### config.mk
export PLATFORM = sky130hd
export DESIGN_NAME = sd_spi_partial_block_read_core
export DESIGN_NICKNAME = d
export VERILOG_FILES = /design/src/sdspi_pkg.sv /design/src/sdspi_cfg.sv /design/src/sd_spi_partial_block_read_core.sv
export VERILOG_INCLUDE_DIRS = /design/src /design/src/src
export SDC_FILE = /design/constraint.sdc
export NUM_CORES = 1
export LEC_CHECK = 0
export ABC_AREA = 1
export BUFFER_PORTS_ARGS = -buffer_cell sky130_fd_sc_hd__buf_2
export CAP_MARGIN = 20
export CORE_MARGIN = 2
export CORE_UTILIZATION = 44
export CTS_BUF_LIST = sky130_fd_sc_hd__clkbuf_8
export DETAILED_ROUTE_END_ITERATION = 7
export PLACE_DENSITY = 0.72
export SETUP_SLACK_MARGIN = 0.3
export SKIP_LAST_GASP = 1
export SYNTH_ARGS = -nofsm -noshare
export SYNTH_HDL_FRONTEND = slang
export SYNTH_SLANG_ARGS = --single-unit
### constraint.sdc
create_clock -name aclk -period 6.49 [get_ports aclk]
set_clock_uncertainty 0.15 [all_clocks]
set_input_delay 0.9735 -clock aclk [delete_from_list [all_inputs] [get_ports aclk]]
set_output_delay 0.9735 -clock aclk [all_outputs]
set_load 0.005 [all_outputs]
### src/sd_spi_partial_block_read_core_macros.svh
// Assertion macros shared by the SD SPI block read core.
// Depends on nothing; asserting files include it by name.
`ifndef SD_SPI_PARTIAL_BLOCK_READ_CORE_MACROS_SVH
`define SD_SPI_PARTIAL_BLOCK_READ_CORE_MACROS_SVH

// Implication checked on every clock edge outside reset.
`define SDSPI_ASSERT_IMPL(label, ante, cons, msg) \
    label: assert property (@(posedge aclk) disable iff (!aresetn) (ante) |-> (cons)) \
        else $error(msg);

// Consequent checked on the clock edge after the antecedent.
`define SDSPI_ASSERT_NEXT(label, ante, cons, msg) \
    label: assert property (@(posedge aclk) disable iff (!aresetn) (ante) |=> (cons)) \
        else $error(msg);

`endif

### src/sdspi_pkg.sv
// Types and constants of the SD SPI partial block read core.
// Used by sdspi_cfg and sd_spi_partial_block_read_core; depends on nothing.
package sdspi_pkg;

    localparam int BLOCK_BYTES_DEF   = 512;
    localparam int TRAILER_BYTES_DEF = 3;

    localparam int          PADDR_W          = 3;
    localparam logic [2:0]  REG_POLL_LIMIT   = 3'd0;
    localparam logic [7:0]  POLL_LIMIT_RESET = 8'd100;

    localparam logic        OP_START = 1'b0;
    localparam logic        OP_XFER  = 1'b1;

    localparam logic [7:0]  CMD17_BYTE = 8'h51;
    localparam logic [7:0]  TOKEN_BYTE = 8'hFE;
    localparam logic [7:0]  FILL_BYTE  = 8'hFF;
    localparam logic [7:0]  R1_READY   = 8'h00;

    // Last command byte index: 0x51, four address bytes, then the CRC byte.
    localparam logic [2:0]  CMD_LAST = 3'd5;

    typedef enum logic [2:0] {
        PH_IDLE  = 3'd0,
        PH_CMD   = 3'd1,
        PH_RESP  = 3'd2,
        PH_TOKEN = 3'd3,
        PH_BLOCK = 3'd4,
        PH_TRAIL = 3'd5
    } phase_t;

    typedef struct packed {
        logic        op;
        logic [22:0] sector;
        logic [8:0]  byte_offset;
        logic [9:0]  read_length;
        logic [7:0]  rx_byte;
    } req_t;

    typedef struct packed {
        logic [7:0] tx_byte;
        logic       chip_select;
        logic       data_valid;
        logic [7:0] data_byte;
        logic       done_res;
        logic       response_timeout;
        logic       token_timeout;
    } res_t;

endpackage

### src/sdspi_cfg.sv
// APB-style register file of the SD SPI block read core: the poll limit.
// Depends on sdspi_pkg.
module sdspi_cfg (
    input  logic                          aclk,
    input  logic                          aresetn,
    input  logic                          psel,
    input  logic                          penable,
    input  logic                          pwrite,
    input  logic [sdspi_pkg::PADDR_W-1:0] paddr,
    input  logic [31:0]                   pwdata,
    output logic [31:0]                   prdata,
    output logic                          pready,
    output logic [7:0]                    poll_limit
);

    logic [7:0] poll_limit_reg;
    logic [7:0] poll_limit_next;
    logic       hit;

    assign hit    = (paddr == sdspi_pkg::REG_POLL_LIMIT);
    assign pready = 1'b1;

    always_comb begin
        poll_limit_next = poll_limit_reg;
        if (psel && penable && pwrite && hit) begin
            poll_limit_next = pwdata[7:0];
        end
    end

    always_ff @(posedge aclk) begin
        if (!aresetn) begin
            poll_limit_reg <= sdspi_pkg::POLL_LIMIT_RESET;
        end else begin
            poll_limit_reg <= poll_limit_next;
        end
    end

    assign prdata     = hit ? {24'd0, poll_limit_reg} : 32'd0;
    assign poll_limit = poll_limit_reg;

endmodule

### src/sd_spi_partial_block_read_core.sv
// SD SPI partial block read core: one request per SPI byte exchange, one result each.
// Each result is registered; it appears in the cycle after its request is accepted.
// Throughput: one request per cycle while the result is taken (m_ready); the output register frees as it is.
// Reset (aresetn low, synchronous): idle phase, flags cleared, poll limit 100.
// Depends on sdspi_pkg, sdspi_cfg and sd_spi_partial_block_read_core_macros.svh.
`include "sd_spi_partial_block_read_core_macros.svh"

module sd_spi_partial_block_read_core #(
    parameter int BLOCK_BYTES   = sdspi_pkg::BLOCK_BYTES_DEF,
    parameter int TRAILER_BYTES = sdspi_pkg::TRAILER_BYTES_DEF
) (
    input  logic                          aclk,
    input  logic                          aresetn,
    input  logic                          s_valid,
    output logic                          s_ready,
    input  sdspi_pkg::req_t               s_payload,
    output logic                          m_valid,
    input  logic                          m_ready,
    output sdspi_pkg::res_t               m_payload,
    input  logic                          psel,
    input  logic                          penable,
    input  logic                          pwrite,
    input  logic [sdspi_pkg::PADDR_W-1:0] paddr,
    input  logic [31:0]                   pwdata,
    output logic [31:0]                   prdata,
    output logic                          pready
);

    localparam int OW  = $clog2(BLOCK_BYTES + 1);
    localparam int CW  = (OW > 8) ? OW : 8;
    localparam int XW  = ((OW > 10) ? OW : 10) + 1;

    localparam logic [XW-1:0] BLOCK_X   = XW'(BLOCK_BYTES);
    localparam logic [CW:0]   BLOCK_C   = (CW + 1)'(BLOCK_BYTES);
    localparam logic [CW:0]   TRAILER_C = (CW + 1)'(TRAILER_BYTES);

    logic [7:0] poll_limit;

    sdspi_cfg u_cfg (
        .aclk       (aclk),
        .aresetn    (aresetn),
        .psel       (psel),
        .penable    (penable),
        .pwrite     (pwrite),
        .paddr      (paddr),
        .pwdata     (pwdata),
        .prdata     (prdata),
        .pready     (pready),
        .poll_limit (poll_limit)
    );

    sdspi_pkg::phase_t phase_reg, phase_next;
    logic [CW-1:0]     cnt_reg, cnt_next;
    logic [31:0]       addr_reg, addr_next;
    logic [OW-1:0]     off_reg, off_next;
    logic [OW-1:0]     end_reg, end_next;
    logic              rto_reg, rto_next;
    logic              tto_reg, tto_next;
    logic              m_valid_reg, m_valid_next;
    sdspi_pkg::res_t   res_reg, res_next;

    logic          accept;
    logic [CW:0]   cnt_inc;
    logic [CW:0]   limit_eff;
    logic [7:0]    want;
    logic          hit_want;
    logic          poll_end;
    logic [XW-1:0] off_sat;
    logic [XW-1:0] room;
    logic [XW-1:0] len_clamp;
    logic [7:0]    cmd_next;
    logic          in_window;

    assign s_ready = !m_valid_reg || m_ready;
    assign accept  = s_valid && s_ready;

    assign cnt_inc   = {1'b0, cnt_reg} + 1'b1;
    assign limit_eff = (poll_limit == 8'd0) ? (CW + 1)'(1) : (CW + 1)'(poll_limit);
    assign want      = (phase_reg == sdspi_pkg::PH_RESP) ? sdspi_pkg::R1_READY
                                                         : sdspi_pkg::TOKEN_BYTE;
    assign hit_want  = (s_payload.rx_byte == want);
    assign poll_end  = hit_want || (cnt_inc >= limit_eff);

    // Offset saturates at the block size; the length is clamped to what is left.
    assign off_sat   = (XW'(s_payload.byte_offset) > BLOCK_X) ? BLOCK_X
                                                              : XW'(s_payload.byte_offset);
    assign room      = BLOCK_X - off_sat;
    assign len_clamp = (XW'(s_payload.read_length) > room) ? room
                                                           : XW'(s_payload.read_length);

    assign in_window = (cnt_reg >= CW'(off_reg)) && (cnt_reg < CW'(end_reg));

    // Command byte that follows the one at the current count, MSB of address first.
    always_comb begin
        case (cnt_reg[2:0])
            3'd0:    cmd_next = addr_reg[31:24];
            3'd1:    cmd_next = addr_reg[23:16];
            3'd2:    cmd_next = addr_reg[15:8];
            3'd3:    cmd_next = addr_reg[7:0];
            default: cmd_next = sdspi_pkg::FILL_BYTE;
        endcase
    end

    // Next state of the sequencer.
    always_comb begin
        phase_next = phase_reg;
        cnt_next   = cnt_reg;
        addr_next  = addr_reg;
        off_next   = off_reg;
        end_next   = end_reg;
        rto_next   = rto_reg;
        tto_next   = tto_reg;
        if (accept) begin
            if (s_payload.op == sdspi_pkg::OP_START) begin
                phase_next = sdspi_pkg::PH_CMD;
                cnt_next   = '0;
                addr_next  = 32'(32'(s_payload.sector) * 32'(BLOCK_BYTES));
                off_next   = off_sat[OW-1:0];
                end_next   = OW'(off_sat + len_clamp);
                rto_next   = 1'b0;
                tto_next   = 1'b0;
            end else begin
                case (phase_reg)
                    sdspi_pkg::PH_CMD: begin
                        if (cnt_reg >= CW'(sdspi_pkg::CMD_LAST)) begin
                            phase_next = sdspi_pkg::PH_RESP;
                            cnt_next   = '0;
                        end else begin
                            cnt_next = cnt_inc[CW-1:0];
                        end
                    end
                    sdspi_pkg::PH_RESP: begin
                        cnt_next = cnt_inc[CW-1:0];
                        if (poll_end) begin
                            rto_next   = rto_reg || !hit_want;
                            phase_next = sdspi_pkg::PH_TOKEN;
                            cnt_next   = '0;
                        end
                    end
                    sdspi_pkg::PH_TOKEN: begin
                        cnt_next = cnt_inc[CW-1:0];
                        if (poll_end) begin
                            tto_next   = tto_reg || !hit_want;
                            phase_next = sdspi_pkg::PH_BLOCK;
                            cnt_next   = '0;
                        end
                    end
                    sdspi_pkg::PH_BLOCK: begin
                        cnt_next = cnt_inc[CW-1:0];
                        if (cnt_inc >= BLOCK_C) begin
                            phase_next = sdspi_pkg::PH_TRAIL;
                            cnt_next   = '0;
                        end
                    end
                    sdspi_pkg::PH_TRAIL: begin
                        cnt_next = cnt_inc[CW-1:0];
                        if (cnt_inc >= TRAILER_C) begin
                            phase_next = sdspi_pkg::PH_IDLE;
                            cnt_next   = '0;
                        end
                    end
                    default: begin
                        phase_next = sdspi_pkg::PH_IDLE;
                        cnt_next   = '0;
                    end
                endcase
            end
        end
    end

    // Result fields of the accepted request.
    always_comb begin
        res_next                  = res_reg;
        m_valid_next              = m_valid_reg && !m_ready;
        if (accept) begin
            m_valid_next          = 1'b1;
            res_next.tx_byte      = sdspi_pkg::FILL_BYTE;
            res_next.chip_select  = 1'b1;
            res_next.data_valid   = 1'b0;
            res_next.data_byte    = 8'd0;
            res_next.done_res     = 1'b0;
            if (s_payload.op == sdspi_pkg::OP_START) begin
                res_next.tx_byte = sdspi_pkg::CMD17_BYTE;
            end else begin
                case (phase_reg)
                    sdspi_pkg::PH_CMD: begin
                        if (cnt_reg < CW'(sdspi_pkg::CMD_LAST)) begin
                            res_next.tx_byte = cmd_next;
                        end
                    end
                    sdspi_pkg::PH_RESP, sdspi_pkg::PH_TOKEN: begin
                        res_next.chip_select = 1'b1;
                    end
                    sdspi_pkg::PH_BLOCK: begin
                        if (in_window) begin
                            res_next.data_valid = 1'b1;
                            res_next.data_byte  = s_payload.rx_byte;
                        end
                    end
                    sdspi_pkg::PH_TRAIL: begin
                        if (cnt_inc >= TRAILER_C) begin
                            res_next.chip_select = 1'b0;
                            res_next.done_res    = 1'b1;
                        end
                    end
                    default: begin
                        res_next.chip_select = 1'b0;
                    end
                endcase
            end
            res_next.response_timeout = rto_next;
            res_next.token_timeout    = tto_next;
        end
    end

    always_ff @(posedge aclk) begin
        if (!aresetn) begin
            phase_reg   <= sdspi_pkg::PH_IDLE;
            cnt_reg     <= '0;
            addr_reg    <= '0;
            off_reg     <= '0;
            end_reg     <= '0;
            rto_reg     <= 1'b0;
            tto_reg     <= 1'b0;
            m_valid_reg <= 1'b0;
        end else begin
            phase_reg   <= phase_next;
            cnt_reg     <= cnt_next;
            addr_reg    <= addr_next;
            off_reg     <= off_next;
            end_reg     <= end_next;
            rto_reg     <= rto_next;
            tto_reg     <= tto_next;
            m_valid_reg <= m_valid_next;
        end
    end

    always_ff @(posedge aclk) begin
        res_reg <= res_next;
    end

    assign m_valid   = m_valid_reg;
    assign m_payload = res_reg;

    `SDSPI_ASSERT_NEXT(a_start_enters_cmd,
        accept && (s_payload.op == sdspi_pkg::OP_START),
        (phase_reg == sdspi_pkg::PH_CMD) && (cnt_reg == '0) && !rto_reg && !tto_reg,
        "start request did not restart the command phase")

    `SDSPI_ASSERT_NEXT(a_data_only_in_block,
        accept && (s_payload.op == sdspi_pkg::OP_XFER) && (phase_reg != sdspi_pkg::PH_BLOCK),
        !m_payload.data_valid,
        "data delivered outside the block phase")

    `SDSPI_ASSERT_IMPL(a_done_releases_cs,
        m_valid && m_payload.done_res,
        !m_payload.chip_select && (phase_reg == sdspi_pkg::PH_IDLE),
        "done without chip select release and return to idle")

    `SDSPI_ASSERT_IMPL(a_block_count_range,
        phase_reg == sdspi_pkg::PH_BLOCK,
        (CW + 1)'(cnt_reg) < BLOCK_C,
        "block byte count ran past the block size")

endmodule
==> reports/summary.txt <==
Drt wl/cell: 11.90 um
Mapped Area: 5577 sq um
DR iter-0 viols: 245
Slew @ Worst Pin: 0.8667 ns
Layout cell share with drive strength beyond 1: 15.89%
Crit path buf inv count: 3
CP Capture Type: flip-flop
Slowest cell on crit path: fa_1
Vias per cell: 4.889
Top Ports: 149
TNS Setup: 0 ns
Syn Area/Cell: 7.338 sq um
Final nets: 996
Post-DP HPWL: 9.375 mm
Slew Viols, Final: 0
Drt pass-1 iters: 5
Initial Util: 44.55%
Leading area contributor after synthesis: dfxtp_1
Req. time, crit path: 6.60 ns
Cells after synthesis: 760
Sequential fraction of the synthesis area: 35.00%
Hold Crit Class: flip-flop to flip-flop
Max reg flops: 23
Leakage: 0.003076 uW
Slowest stage delay, CP: 0.42 ns
Final period util: 76.97%
Via count: 5,026
Final Wtd Congestion: 0.9154
Synth Flop Type: dfxtp_1
Antenna cell count: 0
Kind of critical path: primary input to flip-flop
Final WL: 12.23 mm
CP Max Fanout: 19
First-pass GRT wire length: 20.09 mm
Count of final hold-check violations: 0
# DRC: 0
Sinks on Clock Net: 87
CP Launch Type: primary input
Post CTS Setup Buffer Count: 0
YS warnings: 0
DRT antenna net count: 0
Synth unique cells: 46
GRT Total Usage: 18.46%
Fmax: 200.2 MHz
Clock buffer depth: 2
Layout Cells excl Fill: 1,028
Grt ovf: 0
CP top delay family: simple AND/OR/NAND/NOR gates
Power, Total: 1230 uW
CTS root buffer: clkbuf_8
Setup-failing EPs final: 0
CTS Buf Count: 9
RSZ-0062 raised after global routing: false
Slew headroom: 42.15%
# placed instances: 1,012
Status: completed
Vert. Die Dim: 116.6 um
Synth top area cells: dfxtp_1 (24%), ha_1 (11%), edfxtp_1 (11%)
Register bit count reported by yosys: 87
CTS Hold Buffers Added: 0
Maxcap violations: 0
Vias in the first global route: 4,637
IO Port Bufs: 99
Worst-Skew Late Latency: 0.37 ns
Largest net degree at the start of global routing: 58
Chip width: 116.6 um
Htree depth: 3
Cell mode on critical path: nand2_1
Die ar.: 13,590 sq um
Highest ir drop seen on vdd: 0.00008530 V
CTS tree: yes
Final min period: 4.995 ns
Post-synth EDFFs: 21
Antenna violations before repair: 0
Post_cts resized: 0
Asr flop ratio synth: 0%
WP data arrival: 5.10 ns
Yosys top cell area share: 23.69%
Layout area overhead: 13.73%
Site row count: 41
Core area: 12,520 sq um
Clock transition at path regs: 0.09 ns
Power per cell area: 194.0 nW/um^2
cell usage after synthesis, types with 14 or more instances:
cell type  count
o21ai_0       68
inv_1        118
clkbuf_1      14
ha_1          51
edfxtp_1      21
nand2_1      104
nand3_1       37
nor2_1        84
buf_4         25
a21oi_1       84
nand4_1       14
dfxtp_1       66
routing by layer:
| metal | GRT usage, % | vias to the layer above | part of all wire [%] |
|---|---|---|---|
| met3 | 2.543 | 10 | 4.8 |
| li1 | - | 2642 | - |
| met5 | 0 | - | 0 |
| met2 | 32.05 | 112 | 48 |
| met4 | 7.765 | 0 | 1.5 |
| met1 | 23.04 | 2262 | 46 |
final cells by class:
| cell class | instances | area, sq um |
|---|---|---|
| clock buffers | 9 | 123.9 |
| clock inverters | 7 | 97.59 |
| fillers | 1278 | 6175 |
| inverters | 121 | 454.2 |
| multi-input cells | 530 | 2982 |
| flip-flops and latches | 87 | 1952 |
| well taps | 172 | 215.2 |
| repair buffers | 102 | 518.0 |
cells in the final DEF (no fill, tap or decap), types with 4 or more instances in the layout:
cell and count:
edfxtp_1 21, nor3_1 8, o21ai_0 68, buf_2 99, nand3_1 37, inv_1 119, ha_1 51, conb_1 25
xnor2_1 5, nor2_2 5, clkbuf_8 9, a21oi_1 84, o22ai_1 4, dfxtp_1 66, nand4_1 14, nand2_1 104
nor2_1 84, xor2_1 8
worst register-to-register path, delay by kind of cell, from the launching register on:
kind            cells  cell delay, ns
compound gates      1            0.15
xor+xnor            1            0.23
fa+ha+maj           1            0.33
buf+inv             3            0.19
flops               1            0.71
simple gates       12            1.38
report_power, final:
| group | internal, uW | leakage (uW) | switching [uW] |
|---|---|---|---|
| logic | 85.2 | 0.00222 | 133 |
| clock network | 218 | 0.000111 | 201 |
| registers | 583 | 0.000744 | 9.56 |
| total | 886 | 0.00308 | 344 |
cell families after synthesis:
kind of cell | synth area share, %
flops | 35.00
fa+ha+maj | 11.80
xor+xnor | 2.334
compound gates | 17.07
other cells | 0.1347
buf+inv | 13.08
simple gates | 20.57
final timing paths:
path                  from            to  slack [ns]  depth (start not counted)
max          s_payload[18]    end_reg[8]        1.49                         26
min           addr_reg[24]  addr_reg[24]        0.31                          2
max reg2reg     cnt_reg[2]    cnt_reg[5]        3.25                         18
min reg2reg   addr_reg[24]  addr_reg[24]        0.31                          2
per-stage QoR:
| step | cell area (sq um) | setup WS (ns) | hold slack [ns] | util [%] |
|---|---|---|---|---|
| 5_1_grt | 6342 | 0.9205 | 0.3295 | 50.67 |
| 4_1_cts | 6342 | 1.464 | 0.3109 | 50.67 |
| 3_3_place_gp | 6121 | 1.178 | 0.2906 | 48.90 |
| 2_1_floorplan | 5663 | 1.665 | 0.2794 | - |
| 6_report | 6342 | 1.495 | 0.3081 | 50.67 |
| 3_5_place_dp | 6121 | 1.088 | 0.2971 | 48.90 |
Power figures use the tool's default switching activity.
